<file path="config.mk">
export PLATFORM = sky130hd
export DESIGN_NAME = vlc_ook_frame_manchester_tx
export DESIGN_NICKNAME = d
export VERILOG_FILES = /design/src/rtl/vofm_pkg.sv /design/src/rtl/vlc_ook_frame_manchester_tx.sv /design/src/rtl/vofm_front.sv /design/src/rtl/vofm_cmd_fifo.sv /design/src/rtl/vofm_back.sv
export SDC_FILE = /design/constraint.sdc
export NUM_CORES = 1
export LEC_CHECK = 0
export ABC_AREA = 1
export BUFFER_PORTS_ARGS = -buffer_cell sky130_fd_sc_hd__buf_2
export CAP_MARGIN = 20
export CORE_UTILIZATION = 55
export DETAILED_ROUTE_END_ITERATION = 6
export HOLD_SLACK_MARGIN = 0.1
export PLACE_DENSITY = 0.8
export SYNTH_ARGS = -nofsm -noshare
export SYNTH_HDL_FRONTEND = slang
export SYNTH_HIERARCHICAL = 1
export SYNTH_SLANG_ARGS = --single-unit
</file>
<file path="constraint.sdc">
create_clock -name clk_i -period 3.33 [get_ports clk_i]
set_input_delay 0.666 -clock clk_i [delete_from_list [all_inputs] [get_ports clk_i]]
set_output_delay 0.666 -clock clk_i [all_outputs]
set_load 0.01 [all_outputs]
</file>
<file path="src/rtl/vofm_pkg.sv">
// ============================================================================
// vofm_pkg: shared types, constants and functions
// Command format between front and back, configuration bundle, back-end
// state encoding, reflected CRC-16 byte update and Manchester encoders.
// ============================================================================
`default_nettype none

package vofm_pkg;

  // Frame header layout: preamble, four TDP copies, PHR, HCS, three MHR bytes.
  localparam int unsigned HDR_BITS  = 196;
  localparam int unsigned HDR_WORDS = 12;
  // First header word that carries HCS bits.
  localparam int unsigned HCS_WORD  = 9;

  localparam logic [5:0]  WORD_CHIPS    = 6'd32;
  localparam logic [15:0] CRC_INIT      = 16'hFFFF;
  localparam logic [15:0] CRC_POLY_REFL = 16'h8408;
  localparam logic [63:0] PREAMBLE      = 64'hAAAA_AAAA_AAAA_AAAA;
  localparam logic [8:0]  PSDU_OVERHEAD = 9'd5;

  // Steps of the header checksum sequencer.
  localparam logic [2:0] CRC_HCS_LAST = 3'd3;
  localparam logic [2:0] CRC_DONE     = 3'd7;

  // Input opcodes.
  localparam logic OP_START = 1'b0;
  localparam logic OP_BYTE  = 1'b1;

  // Configuration register indexes.
  localparam logic [2:0] CFG_TDP_PATTERN   = 3'd0;
  localparam logic [2:0] CFG_PHY_CHAN      = 3'd1;
  localparam logic [2:0] CFG_PHR_MCS       = 3'd2;
  localparam logic [2:0] CFG_PHR_BURST     = 3'd3;
  localparam logic [2:0] CFG_FRAME_KIND    = 3'd4;
  localparam logic [2:0] CFG_FRAME_VERSION = 3'd5;

  // Configuration reset values.
  localparam logic [14:0] TDP_RESET     = 15'd6014;
  localparam logic [2:0]  CHANNEL_RESET = 3'd0;
  localparam logic [5:0]  MCS_RESET     = 6'd4;
  localparam logic        BURST_RESET   = 1'b0;
  localparam logic [2:0]  KIND_RESET    = 3'd1;
  localparam logic [1:0]  VERSION_RESET = 2'd0;

  typedef enum logic {
    CMD_START,
    CMD_BYTE
  } cmd_kind_e;

  typedef struct packed {
    cmd_kind_e  kind;
    logic [7:0] data;   // payload length on start, payload byte otherwise
    logic [7:0] seq;    // sequence number on start
    logic       last;   // final payload byte of the frame
  } cmd_t;

  typedef struct packed {
    logic [14:0] tdp_pattern;
    logic [2:0]  phy_chan;
    logic [5:0]  phr_mcs;
    logic        phr_burst;
    logic [2:0]  frame_kind;
    logic [1:0]  frame_version;
  } cfg_t;

  typedef enum logic [1:0] {
    BK_IDLE,
    BK_HDR,
    BK_FCS_HI,
    BK_FCS_LO
  } bk_state_e;

  // One byte of the reflected CRC-16, LSB first.
  function automatic logic [15:0] crc_byte(logic [15:0] crc, logic [7:0] b);
    logic [15:0] c;
    c = crc ^ {8'd0, b};
    for (int k = 0; k < 8; k++) begin
      c = c[0] ? ((c >> 1) ^ CRC_POLY_REFL) : (c >> 1);
    end
    return c;
  endfunction

  // Each bit becomes two chips, 1 -> 10 and 0 -> 01, MSB first.
  function automatic logic [15:0] manch8(logic [7:0] d);
    logic [15:0] r;
    for (int i = 0; i < 8; i++) begin
      r[2*i+1] = d[i];
      r[2*i]   = ~d[i];
    end
    return r;
  endfunction

  function automatic logic [31:0] manch16(logic [15:0] d);
    return {manch8(d[15:8]), manch8(d[7:0])};
  endfunction

endpackage

`default_nettype wire

</file>
<file path="src/rtl/vlc_ook_frame_manchester_tx.sv">
// ============================================================================
// vlc_ook_frame_manchester_tx: OOK frame builder with Manchester chip output
// Top level: configuration registers, front end, command queue, back end.
// ============================================================================
// Usage. Input items arrive on in_valid_i/in_ready_o. A start item (opcode 0)
// carries the payload length and sequence number; each byte item (opcode 1)
// carries one payload byte. A byte that arrives with no open frame is taken
// and dropped. Results leave on out_valid_o/out_ready_i as 32-chip words with
// a chip count and a last-word flag. Configuration registers are written over
// a separate cfg channel that is always ready; write them only while idle.
// Timing. The input is taken in a two-entry command queue, so a transfer is
// accepted every cycle while the queue has room. An accepted byte passes
// through the queue into the chip accumulator, and the back end takes one
// byte per cycle while it is idle and its output register is free, so
// payload streams at one item per cycle unless the receiver stalls; the last
// byte of a frame is followed by the words that carry the FCS. A start item
// holds the back end while it loads the header and sends each of the twelve
// header words, and then the checksum words when the payload is empty. The
// header checksum runs in parallel and is ready before the word that needs it.
// Reset clears all control state and loads the configuration defaults; no
// frame is open after reset. When the receiver stalls, the output register
// holds its word, the back end stops, and the queue fills and then deasserts
// in_ready_o; nothing is dropped.
// ============================================================================
`default_nettype none

module vlc_ook_frame_manchester_tx (
  input  wire logic        clk_i,
  input  wire logic        rst_ni,
  // Configuration write channel.
  input  wire logic        cfg_valid_i,
  output logic             cfg_ready_o,
  input  wire logic [2:0]  cfg_index_i,
  input  wire logic [14:0] cfg_data_i,
  // Input item channel.
  input  wire logic        in_valid_i,
  output logic             in_ready_o,
  input  wire logic        opcode_i,
  input  wire logic [7:0]  payload_byte_i,
  input  wire logic [7:0]  payload_length_i,
  input  wire logic [7:0]  seq_number_i,
  // Chip word channel.
  output logic             out_valid_o,
  input  wire logic        out_ready_i,
  output logic [31:0]      chip_word_o,
  output logic [5:0]       chip_count_o,
  output logic             last_word_o
);
  import vofm_pkg::*;

  cfg_t cfg_q;
  logic fifo_full, fifo_empty, push, pop;
  cmd_t push_cmd, head_cmd;

  // The register file never stalls a write.
  assign cfg_ready_o = 1'b1;

  always_ff @(posedge clk_i or negedge rst_ni) begin
    if (!rst_ni) begin
      cfg_q.tdp_pattern   <= TDP_RESET;
      cfg_q.phy_chan      <= CHANNEL_RESET;
      cfg_q.phr_mcs       <= MCS_RESET;
      cfg_q.phr_burst     <= BURST_RESET;
      cfg_q.frame_kind    <= KIND_RESET;
      cfg_q.frame_version <= VERSION_RESET;
    end else if (cfg_valid_i && cfg_ready_o) begin
      case (cfg_index_i)
        CFG_TDP_PATTERN:   cfg_q.tdp_pattern   <= cfg_data_i;
        CFG_PHY_CHAN:      cfg_q.phy_chan      <= cfg_data_i[2:0];
        CFG_PHR_MCS:       cfg_q.phr_mcs       <= cfg_data_i[5:0];
        CFG_PHR_BURST:     cfg_q.phr_burst     <= cfg_data_i[0];
        CFG_FRAME_KIND:    cfg_q.frame_kind    <= cfg_data_i[2:0];
        CFG_FRAME_VERSION: cfg_q.frame_version <= cfg_data_i[1:0];
        default: ;  // Writes to unused indexes are ignored.
      endcase
    end
  end

  // The front end classifies items and tracks the open frame.
  vofm_front u_front (
    .clk_i            (clk_i),
    .rst_ni           (rst_ni),
    .in_valid_i       (in_valid_i),
    .in_ready_o       (in_ready_o),
    .opcode_i         (opcode_i),
    .payload_byte_i   (payload_byte_i),
    .payload_length_i (payload_length_i),
    .seq_number_i     (seq_number_i),
    .fifo_full_i      (fifo_full),
    .push_o           (push),
    .push_cmd_o       (push_cmd)
  );

  // The queue lets the front keep accepting while the back end is busy.
  vofm_cmd_fifo u_fifo (
    .clk_i      (clk_i),
    .rst_ni     (rst_ni),
    .push_i     (push),
    .push_cmd_i (push_cmd),
    .full_o     (fifo_full),
    .pop_i      (pop),
    .empty_o    (fifo_empty),
    .head_o     (head_cmd)
  );

  // The back end packs chips into words held in its output register.
  vofm_back u_back (
    .clk_i        (clk_i),
    .rst_ni       (rst_ni),
    .cfg_i        (cfg_q),
    .cmd_valid_i  (~fifo_empty),
    .cmd_i        (head_cmd),
    .pop_o        (pop),
    .out_valid_o  (out_valid_o),
    .out_ready_i  (out_ready_i),
    .chip_word_o  (chip_word_o),
    .chip_count_o (chip_count_o),
    .last_word_o  (last_word_o)
  );

endmodule

`default_nettype wire

</file>
<file path="src/rtl/vofm_front.sv">
// ============================================================================
// vofm_front: input acceptance and classification
// Tracks the open frame and turns input items into start and byte commands.
// Bytes that arrive with no open frame are taken and dropped.
// ============================================================================
`default_nettype none

module vofm_front (
  input  wire logic          clk_i,
  input  wire logic          rst_ni,
  input  wire logic          in_valid_i,
  output logic               in_ready_o,
  input  wire logic          opcode_i,
  input  wire logic [7:0]    payload_byte_i,
  input  wire logic [7:0]    payload_length_i,
  input  wire logic [7:0]    seq_number_i,
  input  wire logic          fifo_full_i,
  output logic               push_o,
  output vofm_pkg::cmd_t     push_cmd_o
);
  import vofm_pkg::*;

  logic       open_q, open_d;
  logic [7:0] left_q, left_d;
  logic       accept;

  assign in_ready_o = ~fifo_full_i;
  assign accept     = in_valid_i & in_ready_o;

  always_comb begin
    open_d     = open_q;
    left_d     = left_q;
    push_o     = 1'b0;
    push_cmd_o = '{kind: CMD_START, data: payload_length_i, seq: seq_number_i,
                   last: 1'b0};
    if (accept) begin
      if (opcode_i == OP_START) begin
        // A new start abandons whatever frame was open.
        push_o = 1'b1;
        open_d = (payload_length_i != 8'd0);
        left_d = payload_length_i;
      end else if (open_q) begin
        push_o          = 1'b1;
        push_cmd_o.kind = CMD_BYTE;
        push_cmd_o.data = payload_byte_i;
        push_cmd_o.last = (left_q == 8'd1);
        left_d          = left_q - 8'd1;
        open_d          = (left_q != 8'd1);
      end
    end
  end

  always_ff @(posedge clk_i or negedge rst_ni) begin
    if (!rst_ni) begin
      open_q <= 1'b0;
      left_q <= 8'd0;
    end else begin
      open_q <= open_d;
      left_q <= left_d;
    end
  end

endmodule

`default_nettype wire

</file>
<file path="src/rtl/vofm_cmd_fifo.sv">
// ============================================================================
// vofm_cmd_fifo: two-entry command queue
// Decouples the classifying front end from the chip word generator.
// ============================================================================
`default_nettype none

module vofm_cmd_fifo (
  input  wire logic          clk_i,
  input  wire logic          rst_ni,
  input  wire logic          push_i,
  input  wire vofm_pkg::cmd_t push_cmd_i,
  output logic               full_o,
  input  wire logic          pop_i,
  output logic               empty_o,
  output vofm_pkg::cmd_t     head_o
);
  import vofm_pkg::*;

  cmd_t       mem_q [2];
  logic       wr_q, rd_q;
  logic [1:0] count_q;

  assign full_o  = (count_q == 2'd2);
  assign empty_o = (count_q == 2'd0);
  assign head_o  = mem_q[rd_q];

  always_ff @(posedge clk_i) begin
    if (push_i) begin
      mem_q[wr_q] <= push_cmd_i;
    end
  end

  always_ff @(posedge clk_i or negedge rst_ni) begin
    if (!rst_ni) begin
      wr_q    <= 1'b0;
      rd_q    <= 1'b0;
      count_q <= 2'd0;
    end else begin
      if (push_i) begin
        wr_q <= ~wr_q;
      end
      if (pop_i) begin
        rd_q <= ~rd_q;
      end
      count_q <= count_q + {1'b0, push_i} - {1'b0, pop_i};
    end
  end

  a_no_overflow : assert property (@(posedge clk_i) disable iff (!rst_ni)
    push_i |-> !full_o) else $error("command queue overflow");

  a_no_underflow : assert property (@(posedge clk_i) disable iff (!rst_ni)
    pop_i |-> !empty_o) else $error("command queue underflow");

endmodule

`default_nettype wire

</file>
<file path="src/rtl/vofm_back.sv">
// ============================================================================
// vofm_back: chip word generator
// Builds the frame header, runs the checksums, Manchester-encodes and packs
// chips into 32-chip words held in an output register.
// ============================================================================
`default_nettype none

module vofm_back (
  input  wire logic           clk_i,
  input  wire logic           rst_ni,
  input  wire vofm_pkg::cfg_t cfg_i,
  input  wire logic           cmd_valid_i,
  input  wire vofm_pkg::cmd_t cmd_i,
  output logic                pop_o,
  output logic                out_valid_o,
  input  wire logic           out_ready_i,
  output logic [31:0]         chip_word_o,
  output logic [5:0]          chip_count_o,
  output logic                last_word_o
);
  import vofm_pkg::*;

  bk_state_e            state_q, state_d;
  logic [HDR_BITS-1:0]  hdr_q, hdr_d;
  logic [3:0]           widx_q, widx_d;
  logic                 zero_len_q, zero_len_d;
  logic [2:0]           step_q, step_d;
  logic [15:0]          crc_q, crc_d;
  logic [31:0]          acc_q, acc_d;
  logic [5:0]           fill_q, fill_d;
  logic                 valid_q, valid_d;
  logic [31:0]          word_q, word_d;
  logic [5:0]           count_q, count_d;
  logic                 last_q, last_d;

  logic                 out_free, pop, hdr_go, seq_run;
  logic [7:0]           crc_in, hdr_top;
  logic [15:0]          crc_next, nib_chips, byte_chips;
  logic [31:0]          phr;
  logic [8:0]           psdu;
  logic [47:0]          comb48;
  logic [63:0]          comb64;
  logic [6:0]           sum_fill;

  assign out_free = ~valid_q | out_ready_i;
  assign seq_run  = (step_q != CRC_DONE);
  assign pop      = (state_q == BK_IDLE) & cmd_valid_i & out_free;
  assign hdr_go   = (state_q == BK_HDR) & out_free &
                    ((widx_q < 4'(HCS_WORD)) | ~seq_run);
  assign pop_o    = pop;

  assign hdr_top    = 8'(HDR_BITS - 1) - {widx_q, 4'b0000};
  assign nib_chips  = manch8({hdr_q[3:0], 4'b0000});
  assign byte_chips = manch8(cmd_i.data);
  assign psdu       = {1'b0, cmd_i.data} + PSDU_OVERHEAD;
  assign phr        = {cfg_i.phr_burst, cfg_i.phy_chan, cfg_i.phr_mcs,
                       7'd0, psdu, 6'd0};
  assign comb48     = {acc_q, 16'd0} | ({byte_chips, 32'd0} >> fill_q);
  assign comb64     = {acc_q, 32'd0} | ({manch16(crc_q), 32'd0} >> fill_q);
  assign sum_fill   = {1'b0, fill_q} + 7'd16;

  // Checksum byte source: the command byte in idle, else the header bytes.
  always_comb begin
    if (state_q == BK_IDLE) begin
      crc_in = cmd_i.data;
    end else begin
      case (step_q)
        3'd0:    crc_in = hdr_q[71:64];
        3'd1:    crc_in = hdr_q[63:56];
        3'd2:    crc_in = hdr_q[55:48];
        3'd3:    crc_in = hdr_q[47:40];
        3'd4:    crc_in = hdr_q[23:16];
        3'd5:    crc_in = hdr_q[15:8];
        3'd6:    crc_in = hdr_q[7:0];
        default: crc_in = 8'd0;
      endcase
    end
  end

  assign crc_next = crc_byte(crc_q, crc_in);

  // Next state.
  always_comb begin
    state_d = state_q;
    case (state_q)
      BK_IDLE: begin
        if (pop && cmd_i.kind == CMD_START) begin
          state_d = BK_HDR;
        end else if (pop && cmd_i.last) begin
          state_d = BK_FCS_HI;
        end
      end
      BK_HDR: begin
        if (hdr_go && widx_q == 4'(HDR_WORDS - 1)) begin
          state_d = zero_len_q ? BK_FCS_HI : BK_IDLE;
        end
      end
      BK_FCS_HI: begin
        if (out_free) begin
          state_d = (fill_q == 6'd0) ? BK_IDLE : BK_FCS_LO;
        end
      end
      BK_FCS_LO: begin
        if (out_free) begin
          state_d = BK_IDLE;
        end
      end
      default: state_d = BK_IDLE;
    endcase
  end

  // Datapath and output register.
  always_comb begin
    hdr_d      = hdr_q;
    widx_d     = widx_q;
    zero_len_d = zero_len_q;
    step_d     = step_q;
    crc_d      = crc_q;
    acc_d      = acc_q;
    fill_d     = fill_q;
    valid_d    = valid_q & ~out_ready_i;
    word_d     = word_q;
    count_d    = count_q;
    last_d     = last_q;

    // Header checksum sequencer: HCS over the PHR, then the MHR into the FCS.
    if (seq_run) begin
      step_d = step_q + 3'd1;
      if (step_q == CRC_HCS_LAST) begin
        hdr_d[39:24] = crc_next;
        crc_d        = CRC_INIT;
      end else begin
        crc_d = crc_next;
      end
    end

    case (state_q)
      BK_IDLE: begin
        if (pop) begin
          if (cmd_i.kind == CMD_START) begin
            hdr_d = {PREAMBLE, cfg_i.tdp_pattern, ~cfg_i.tdp_pattern,
                     cfg_i.tdp_pattern, ~cfg_i.tdp_pattern, phr, CRC_INIT,
                     7'd0, cfg_i.frame_kind[2],
                     cfg_i.frame_kind[1:0], 4'd0, cfg_i.frame_version,
                     cmd_i.seq};
            widx_d     = 4'd0;
            step_d     = 3'd0;
            crc_d      = CRC_INIT;
            acc_d      = 32'd0;
            fill_d     = 6'd0;
            zero_len_d = (cmd_i.data == 8'd0);
          end else begin
            crc_d = crc_next;
            if (sum_fill >= 7'd32) begin
              valid_d = 1'b1;
              word_d  = comb48[47:16];
              count_d = WORD_CHIPS;
              last_d  = 1'b0;
              acc_d   = {comb48[15:0], 16'd0};
              fill_d  = 6'(sum_fill - 7'd32);
            end else begin
              acc_d  = comb48[47:16];
              fill_d = sum_fill[5:0];
            end
          end
        end
      end
      BK_HDR: begin
        if (hdr_go) begin
          valid_d = 1'b1;
          word_d  = manch16(hdr_q[hdr_top -: 16]);
          count_d = WORD_CHIPS;
          last_d  = 1'b0;
          widx_d  = widx_q + 4'd1;
          if (widx_q == 4'(HDR_WORDS - 1)) begin
            // The last four header bits stay pending as eight chips.
            acc_d  = {nib_chips[15:8], 24'd0};
            fill_d = 6'd8;
          end
        end
      end
      BK_FCS_HI: begin
        if (out_free) begin
          valid_d = 1'b1;
          word_d  = comb64[63:32];
          count_d = WORD_CHIPS;
          last_d  = (fill_q == 6'd0);
          acc_d   = comb64[31:0];
        end
      end
      BK_FCS_LO: begin
        if (out_free) begin
          valid_d = 1'b1;
          word_d  = acc_q;
          count_d = fill_q;
          last_d  = 1'b1;
          acc_d   = 32'd0;
          fill_d  = 6'd0;
        end
      end
      default: ;
    endcase
  end

  always_ff @(posedge clk_i or negedge rst_ni) begin
    if (!rst_ni) begin
      state_q    <= BK_IDLE;
      widx_q     <= 4'd0;
      zero_len_q <= 1'b0;
      step_q     <= CRC_DONE;
      crc_q      <= CRC_INIT;
      acc_q      <= 32'd0;
      fill_q     <= 6'd0;
      valid_q    <= 1'b0;
    end else begin
      state_q    <= state_d;
      widx_q     <= widx_d;
      zero_len_q <= zero_len_d;
      step_q     <= step_d;
      crc_q      <= crc_d;
      acc_q      <= acc_d;
      fill_q     <= fill_d;
      valid_q    <= valid_d;
    end
  end

  always_ff @(posedge clk_i) begin
    hdr_q   <= hdr_d;
    word_q  <= word_d;
    count_q <= count_d;
    last_q  <= last_d;
  end

  assign out_valid_o  = valid_q;
  assign chip_word_o  = word_q;
  assign chip_count_o = count_q;
  assign last_word_o  = last_q;

  a_idle_crc_done : assert property (@(posedge clk_i) disable iff (!rst_ni)
    (state_q == BK_IDLE) |-> (step_q == CRC_DONE))
    else $error("idle with header checksum still running");

  a_fill_range : assert property (@(posedge clk_i) disable iff (!rst_ni)
    fill_q < WORD_CHIPS) else $error("chip fill out of range");

  a_tail_nonempty : assert property (@(posedge clk_i) disable iff (!rst_ni)
    (state_q == BK_FCS_LO) |-> (fill_q != 6'd0))
    else $error("empty tail word");

  a_hdr_index : assert property (@(posedge clk_i) disable iff (!rst_ni)
    (state_q == BK_HDR) |-> (widx_q < 4'(HDR_WORDS)))
    else $error("header word index out of range");

endmodule

`default_nettype wire
</file>
* Word level (Yosys, flattened, before mapping) *
Memory sizes are Yosys's and may differ from the RTL's.
Cells that the tools add are included.

storage, ports and cells
  register bits = 255
  RAM bits = 36
  output and inout port bits = 42
  word-level logic and storage cells = 260
  memories = 1

operators by class
  $add $sub $neg = 9
  magnitude comparators = 2
  equality and inequality tests = 30
  shifts and indexed selects = 3
  multiplexer cells = 93
  bitwise operators = 72
  reductions and logical operators = 26

memory list
  memory        depth  width  read ports  clocked after Yosys merged registers in  wr ports  RTL line             source
  u_fifo.mem_q  2      18     1           0                                        1         vofm_cmd_fifo.sv:19  cmd_t mem_q [2];

operators by type and width
  operator              count
  $mux W32              13
  $pmux W32 S4          2
  $mux W16              15
  $shiftx A211 B9 Y16   1
  $mux W40              3
  $mux W6               12
  $or A64 B64 Y64       1
  $shr A64 B6 Y64       1
  $pmux W8 S7           1
  $not A1 Y1            52
  $or A48 B48 Y48       1
  $shr A48 B6 Y48       1
  $mux W9               3
  $mux W8               3
  $not A2 Y3            8
  $pmux W6 S4           1
  $mux W1               21
  $pmux W6 S3           1
  $xor A16 B8 Y16       1
  $eq A3 B3 Y1 const B  5
  $not A15 Y15          1
  $mux W2               7
  $reduce_and A2 Y1     7
  $eq A3 B2 Y1 const B  4
  other kinds (41)      70

* Longest topological paths before layout *
Gate-level depths: netlist (run 1).

  depth after elaboration = 25
  depth in mapped cells = 16
  depth with buffers taken out = 15

* Modules after synthesis *
Netlist (run 1), hierarchy kept.

by module, submodules not included
  module                       instances  cells each  area each (sq um)  sequential area each (sq um)
  vofm_back                    1          1,366       10,582.6           4,838.4
  vofm_cmd_fifo                1          119         1,621.6            1,181.1
  vlc_ook_frame_manchester_tx  1          148         1,302.5            765.7
  vofm_front                   1          136         830.8              225.2

* Least setup slack after synthesis (run 1) *
No wires, ideal clock.

  path type = in2reg
  from = input out_ready_i
  to = register u_back.hdr_q[0] (enable)
  library setup time = 0.451 ns
  arrival time = 3.251 ns
  required time = 2.879 ns
  setup slack = -0.372 ns
  cell stages on the path = 5
  buffers on the path = 2
  cells stage by stage = or2_2 -> clkbuf_1 -> nand3_2 -> nor2_4 -> clkbuf_1

between the ends
  longest elaborated chain between the ends = 3

RTL lines
  element                             RTL line                           source
  from (decl)                         vlc_ook_frame_manchester_tx.sv:44  input wire logic out_ready_i,
  $or A1 B1 Y1                        vofm_back.sv:45                    assign out_free = ~valid_q | out_ready_i;
  $and A1 B1 Y1                       vofm_back.sv:47                    assign pop = (state_q == BK_IDLE) & cmd_valid_i & out_free;
  $reduce_and A3 Y1 (no source line)  n/a
  to (signal assigned)                vofm_back.sv:228                   hdr_q <= hdr_d;
  to (decl)                           vofm_back.sv:24                    logic [HDR_BITS-1:0] hdr_q, hdr_d;

No other way between the ends.
A chain may end at the register's enable or synchronous reset.

* Final worst setup path (run 1) *
  from = register u_back.widx_q[0]
  to = register u_back.word_q[14], in the netlist u_back/chip_word_o[14] (data pin)

between the ends
  longest elaborated chain between the ends = 5

RTL lines
  element                 RTL line          source
  from (decl)             vofm_back.sv:25   logic [3:0] widx_q, widx_d;
  from (signal assigned)  vofm_back.sv:217  widx_q <= widx_d;
  $sub A8 B8 Y8           vofm_back.sv:52   assign hdr_top = 8'(HDR_BITS - 1) - {widx_q, 4'b0000};
  $shiftx A211 B9 Y16     vofm_back.sv:171  word_d = manch16(hdr_q[hdr_top -: 16]);
  $not A1 Y1              vofm_pkg.sv:89    r[2*i] = ~d[i];
  $mux W32                vofm_back.sv:169  if (hdr_go) begin
  $pmux W32 S4            vofm_back.sv:137  case (state_q)
  net u_back.word_d[14]   vofm_back.sv:32   logic [31:0] word_q, word_d;
  to (signal assigned)    vofm_back.sv:229  word_q <= word_d;
  to (decl)               vofm_back.sv:32

The timed path passes the listed nets, and every way through them passes these cells. The select of a mux whose other input is x is not followed.

==> flow_summary.ini, run 1 <==
[run_status]
status = finished, final reports clean

[setup_path]
arrival_ns = 3.25
crit_buf_inv = 3
start_kind = flip-flop
crit_chain = inv_2 > ha_1 > clkinv_1 > nand2_1 > inv_1 > a21oi_1 > o21ai_0 > nand2_1 > nand2_1 > o2111ai_1
cp_slowest_stage_delay_ns = 0.52
r2r-start = u_back/widx_q[0]
r2r_end = u_back/chip_word_o[14]
slowest_stage = o21ai_0
r2r_slack_ns = 0.36
cpMostUsedCell = nand2_1
cp-end-kind = flip-flop
crit_family = compound AO/OA/AOI/OAI gates
crit_required_ns = 3.61
reg2reg_depth = 10
criticalPathCategory = reg -> reg
crit_fanout = 13

[cts]
hold_buffers = 1
numCtsBuffers = 28
cts_tree = yes
clk_pin_slew_ns = 0.06
cts_setup_buffers = 0
ctsLongestPathBuffers = 3
clk_latency_ns = 0.56
cts_root_buf = clkbuf_16
clock-sinks = 255
htreeDepth = 1
ctsResizeCount = 0

[routing]
drtPass1Iterations = 7
drc = 0
routed_via_density = 6.14
drt_iter0_drc = 1888
num_vias = 13498
post_drt_wl_per_cell_um = 21.9
routed_wl_um = 48000
drtAntennaViolNets = 0

[layout]
finalNonFillerCells = 2197
final_cell_mix = 519 x nand2_1, 178 x inv_1, 157 x nand3_1, 143 x o21ai_0, 134 x edfxtp_1
stdcell_area_um2 = 16100
layout_commonest_cell = nand2_1
drive_gt1_share_pct = 14.6
fillers = 2199
fin_nets = 1905
area_growth_pct = 12.2
antenna_cells = 0
seq_area_um2 = 7010
multi_input_area_um2 = 6080

[placed_design]
gp_congestion = 1.06
dp.cells = 2144
dp_hpwl_um = 35400
io_buffers = 85
place_area_um2 = 15100

[timing]
slew_violations = 0
setup_viol = 0
worst_clock_skew_ns = 0.0158
tightest_slew_ns = 1.09
slew_headroom_pct = 26.4
grt_setup_unrepaired = false
finalHoldViolations = 0
fmax_ghz = 0.336
min_period_over_period_pct = 89.3
min_period_ns = 2.97
finalSetupTns_ns = 0

[pwr]
seq_power_share_pct = 30.4
switching_share_pct = 48.6
power_frac_clock_pct = 16.8
p_leak_nw = 7.09
power-per-cell-area_nw_per_um2 = 1190
finalPower_mw = 19.2
comb_power_share_pct = 52.8
ir_drop_mv = 0.647
switchingPower_mw = 9.34
p_int_mw = 9.87

[floorplan]
design.die.area_um2 = 26700
fp-row-count = 58
initial_core_util_pct = 56.4
die_x_um = 163
core_um2 = 25400
fp.dieH_um = 163
io_pins = 90

[global_routing]
grt_pass1_wl_um = 73500
grt_usage_pct = 36.6
antenna_found_initial = 0
use_met1_pct = 48.3
grt_util_met3_pct = 6.91
first_global_vias = 12632
overflow = 0
grt_busiest_layer = met2
grt_max_degree = 77
met2_usage_pct = 58.1

[logic_synthesis]
yosysWarningCount = 6
async_flop_share_pct = 41.2
syn_inst = 1769
synth_ff_type = edfxtp_1
avgSynthCellArea_um2 = 8.10
synth-edff-count = 134
seq_area_frac_synth_pct = 48.9
ys_ff_latch = 255
synth_cell_types = 58
synth_area_um2 = 14300

[worst_hold_path]
hold_class = in -> reg
whs_path_depth = 1
hp-start = seq_number_i[4]
hold-path-endpoint = u_fifo/mem_q[0][5]

[job]
cap_violations = 0
## power by group through the flow
| stage | registers [mW] | logic [mW] | clock network [mW] |
|---|---|---|---|
| floorplan | 5.56 | 6.51 | 0 |
| global placement | 5.84 | 9.62 | 0 |
| detailed placement | 5.85 | 9.74 | 0 |
| CTS | 5.80 | 9.80 | 3.26 |
| global route | 5.93 | 11.0 | 3.38 |
| finish | 5.84 | 10.1 | 3.23 |
## cell families after synthesis
| family | share of synthesized area [%] |
|---|---|
| compound gates | 16.4 |
| xor+xnor | 0.847 |
| fa+ha+maj | 1.05 |
| buf+inv | 8.81 |
| flops | 48.9 |
| mux | 0.148 |
| other cells | 0.0524 |
| simple gates | 23.8 |
## how the worst max path moves through the flow
| stage | cells after the start | startpoint | to |
|---|---|---|---|
| finish | 10 | u_back/widx_q[0] | u_back/chip_word_o[14] |
| detailed placement | 10 | u_back/widx_q[0] | u_back/chip_word_o[14] |
| global route | 11 | u_back/widx_q[0] | u_back/chip_word_o[21] |
| global placement | 10 | u_back/widx_q[0] | u_back/chip_word_o[14] |
| CTS | 10 | u_back/widx_q[0] | u_back/chip_word_o[14] |
| floorplan | 6 | out_ready_i | u_back/chip_count_o[3] |
## cells in the mapped netlist (7+ instances only)
cell type / number / area share, %
o22ai_1: 19 / 0.83
edfxtp_1: 134 / 28
buf_2: 16 / 0.56
inv_2: 14 / 0.37
o211ai_1: 31 / 1.6
clkbuf_1: 44 / 1.2
buf_4: 20 / 1.0
o31ai_1: 9 / 0.47
o2111ai_1: 15 / 0.92
nand2_1: 519 / 14
a21oi_1: 70 / 2.4
dfstp_2: 31 / 5.7
o21ai_0: 143 / 5.0
o21ai_1: 22 / 0.77
nor3_1: 10 / 0.35
inv_1: 178 / 4.7
nand3_1: 157 / 5.5
or2_2: 7 / 0.31
o221ai_1: 8 / 0.49
a22oi_1: 21 / 1.1
xor2_1: 11 / 0.67
o32ai_1: 7 / 0.43
nor2_4: 8 / 0.63
dfxtp_1: 16 / 2.2
nand4_1: 11 / 0.48
nor2_1: 84 / 2.2
dfrtp_1: 74 / 13
o21ai_2: 13 / 0.79
ha_1: 12 / 1.0
## final cells by class
class,instances,share of cell area [%]
repair buffers,138,5.46
multi-input cells,1226,37.8
clock buffers,38,4.97
flip-flops and latches,255,43.6
clock inverters,14,1.08
inverters,196,4.59
well taps,330,2.57
## through the flow
stage | setup slack [ns] | util, % | hold slack, ns
2_1_floorplan | 0.555 | - | 0.370
5_1_grt | 0.299 | 63.4 | 0.271
6_report | 0.358 | 63.4 | 0.291
3_5_place_dp | 0.472 | 59.5 | 0.429
3_3_place_gp | 0.528 | 59.5 | 0.433
4_1_cts | 0.451 | 63.4 | 0.270
## flip-flops by register name, summed over array words and instances (netlist names)
name,count
u_back/hdr_q,78
u_fifo/mem_q,36
u_back/acc_q,32
u_back/chip_word_o,32
cfg_q,30
u_back/crc_q,16
u_front/left_q,8
u_back/widx_q,4
u_back/chip_count_o,3
u_back/fill_q,3
u_back/step_q,3
u_back/state_q,2
u_fifo/count_q,2
u_back/last_word_o,1
u_back/out_valid_o,1
u_back/zero_len_q,1
u_fifo/rd_q,1
u_fifo/wr_q,1
u_front/open_q,1
## layer usage
layer  vias up  share of wire [%]
met1      6321                 39
met5         -                  0
met4         0                5.4
met2       854                 46
met3       197                 10
li1       6126                  -
(Power assumes the default switching activity.)
==> run 2, diff against run 1 <==
--- a/config.mk
+++ b/config.mk
@@ -16,3 +16,2 @@
 export SYNTH_HDL_FRONTEND = slang
-export SYNTH_HIERARCHICAL = 1
 export SYNTH_SLANG_ARGS = --single-unit
==> constraint.sdc (replaced) <==
create_clock -name clk_i -period 3.33 [get_ports clk_i]
set_input_delay 0.1665 -clock clk_i [delete_from_list [all_inputs] [get_ports clk_i]]
set_output_delay 0.1665 -clock clk_i [all_outputs]
set_load 0.01 [all_outputs]
==> run 2 against run 1 <==
Compared with the run above:
- the run now ends with design-rule violations left
- flip-flop and latch count is the same
- sequential power grew 1%
- maximum frequency grew 12%
- via count shrank 1.2%
- critical path type unchanged
- largest power group unchanged
==> flow_summary.ini, run 2 <==
[global_routing]
grt_busiest_layer = met2
use_met1_pct = 50.4
met2_usage_pct = 56.5
first_global_vias = 12523
grt_util_met3_pct = 6.05
antenna_found_initial = 0
grt_usage_pct = 36.3
grt_pass1_wl_um = 72300
overflow = 0
grt_max_degree = 56

[setup_path]
crit_required_ns = 3.63
cp-end-kind = flip-flop
reg2reg_depth = 10
arrival_ns = 2.96
r2r_slack_ns = 0.67
criticalPathCategory = reg -> reg
r2r-start = u_back.widx_q[0]
r2r_end = u_back.chip_word_o[10]
start_kind = flip-flop
crit_fanout = 18

[timing]
min_period_ns = 2.66
worst_clock_skew_ns = 0.0162
grt_setup_unrepaired = false
slew_headroom_pct = 25.0
finalSetupTns_ns = 0
setup_viol = 0
min_period_over_period_pct = 79.8
whs_ns = 0.201
fin_ws_ns = 0.673
slew_violations = 0
fmax_ghz = 0.376
finalHoldViolations = 0
tightest_slew_ns = 1.11

[logic_synthesis]
post-synth-top-count-cell = nand2_1
ys_ff_latch = 255
async_flop_share_pct = 41.2
synthMuxAreaShare_pct = 0.364
synthAdderAreaFrac_pct = 1.07
synth_top_family_by_area = simple AND/OR/NAND/NOR gates
synth_xor_area_share_pct = 1.10
synth_ff_type = edfxtp_1
post-synth-top-area-cell = edfxtp_1
avgSynthCellArea_um2 = 8.14
synth_cell_types = 59
synth_area_um2 = 14100
yosysWarningCount = 0
syn_inst = 1732
seq_area_frac_synth_pct = 49.7
synth-simple-area-share_pct = 22.3
synth_compound_area_share_pct = 17.3
synth_common_cells = 478 x nand2_1, 181 x o21ai_0, 174 x inv_1, 134 x edfxtp_1, 114 x nand3_1
synth-edff-count = 134
yosysTopAreaCellShare_pct = 28.5
synth_area_leaders = edfxtp_1 29%, dfrtp_1 13%, nand2_1 13%

[pwr]
seq_power_share_pct = 31.0
p_leak_nw = 7.12
finalPower_mw = 19.1
power-per-cell-area_nw_per_um2 = 1160
ir_drop_mv = 0.672
switching_share_pct = 48.0
p_int_mw = 9.92
switchingPower_mw = 9.15
comb_power_share_pct = 51.4
power_frac_clock_pct = 17.6

[routing]
routed_wl_um = 47200
drtPass1Iterations = 7
num_vias = 13331
drt_iter0_drc = 1924
post_drt_wl_per_cell_um = 21.3
drtAntennaViolNets = 0
routed_via_density = 6.02
drc = 5

[layout]
stdcell_area_um2 = 16500
layout_commonest_cell = nand2_1
multi_input_area_um2 = 5950
largest_reg_flops = 78
regMostFlops = u_back.hdr_q
seq_area_um2 = 7010
drive_gt1_share_pct = 13.2
fillers = 2091
finalNonFillerCells = 2215
reg_top3 = u_back.hdr_q: 78 flops, u_fifo.mem_q: 36 flops
fin_nets = 1922
final_core_util_pct = 65.4
area_growth_pct = 16.8
final_cell_mix = 478 x nand2_1, 181 x o21ai_0, 174 x inv_1, 134 x edfxtp_1, 114 x nand3_1

[floorplan]
design.die.area_um2 = 26300
fp-row-count = 58
io_pins = 90
fp.dieH_um = 162
core_um2 = 25200
die_x_um = 162
initial_core_util_pct = 56.0

[placed_design]
dp_hpwl_um = 33200
place_area_um2 = 14900
gp_congestion = 1.10
pre_cts_ws_ns = 0.775
io_buffers = 85
dp.cells = 2106

[cts]
clk_latency_ns = 0.57
clock-sinks = 255
numCtsBuffers = 28
clk_pin_slew_ns = 0.07
htreeDepth = 1
cts_root_buf = clkbuf_16
ctsLongestPathBuffers = 3
cts_tree = yes

[job]
cap_violations = 0

[run_status]
status = finished with violations
failed_checks = design-rule violations

[worst_hold_path]
hold_class = in -> async
==> run 2: cell types whose count changed after synthesis, moves of 7 or more <==
| cell | change |
|---|---|
| a22oi_1 | -7 |
| o22ai_1 | +10 |
| o21ai_0 | +38 |
| o31ai_1 | -7 |
| nor2_1 | +25 |
| o221ai_1 | +7 |
| inv_2 | -7 |
| buf_4 | -7 |
| nand3_1 | -43 |
| a21oi_1 | +8 |
| nand2_1 | -41 |
| o21ai_2 | -11 |
==> run 2: worst max-delay path by stage <==
stage	endpoint	cells past startpoint	startpoint
after floorplan	u_back.chip_count_o[3]	12	u_back.widx_q[0]
after global placement	u_back.acc_q[24]	10	u_back.step_q[0]
after detailed placement	u_back.acc_q[1]	9	u_fifo.rd_q
after CTS	u_back.acc_q[28]	11	u_back.state_q[1]
after global routing	u_back.acc_q[1]	9	u_fifo.rd_q
final	u_back.chip_word_o[10]	10	u_back.widx_q[0]
==> run 2: logic make-up after synthesis <==
| group | Yosys count |
|---|---|
| AO/OA/AOI/OAI | 416 |
| XOR/XNOR | 16 |
| adder cells (fa/ha/maj) | 12 |
| buffers and inverters | 273 |
| flip-flops | 255 |
| multiplexers | 5 |
| other | 2 |
| AND/OR/NAND/NOR | 753 |
==> run 2: worst max-delay path, stage by stage, from the launching register on <==
cell     delay, ns
dfrtp_1       0.40
inv_4         0.17
ha_1          0.37
nor2_1        0.43
nand2_1       0.10
a21oi_1       0.17
a21oi_1       0.08
o22ai_1       0.40
nor2_1        0.08
nor2_1        0.10
o21ai_0       0.08
==> run 2: layout make-up <==
type | count | area share, %
multi-input combinational | 1206 | 36.2
sequential | 255 | 42.6
timing repair buffer | 185 | 8.32
clock inverter | 18 | 1.52
clock buffer | 34 | 4.58
tap | 330 | 2.51
antenna | 1 | 0.0152
inverter | 186 | 4.32
==> run 2: power groups by stage <==
| stage | Sequential [mW] | Combinational, mW | Clock, mW |
|---|---|---|---|
| floorplan | 5.58 | 6.49 | 0 |
| global placement | 5.88 | 9.26 | 0 |
| detailed placement | 5.89 | 9.40 | 0 |
| CTS | 5.85 | 9.52 | 3.37 |
| global route | 5.98 | 10.7 | 3.50 |
| finish | 5.90 | 9.81 | 3.36 |
==> run 2: repair_timing <==
action                     4_1_cts  5_1_grt
hold buffers                    56        0
resized for setup                0        0
buffers inserted                 0        0
hold endpoints to repair       113        0
setup endpoints to repair        0        0
==> run 2: routing by layer <==
metal / wire length [µm] / vias to the layer above / share of wire, %
met2: 21200 / 826 / 45
met5: 0 / - / 0
met1: 19100 / 6232 / 41
li1: - / 6135 / -
met4: 1990 / 0 / 4.2
met3: 4900 / 138 / 10
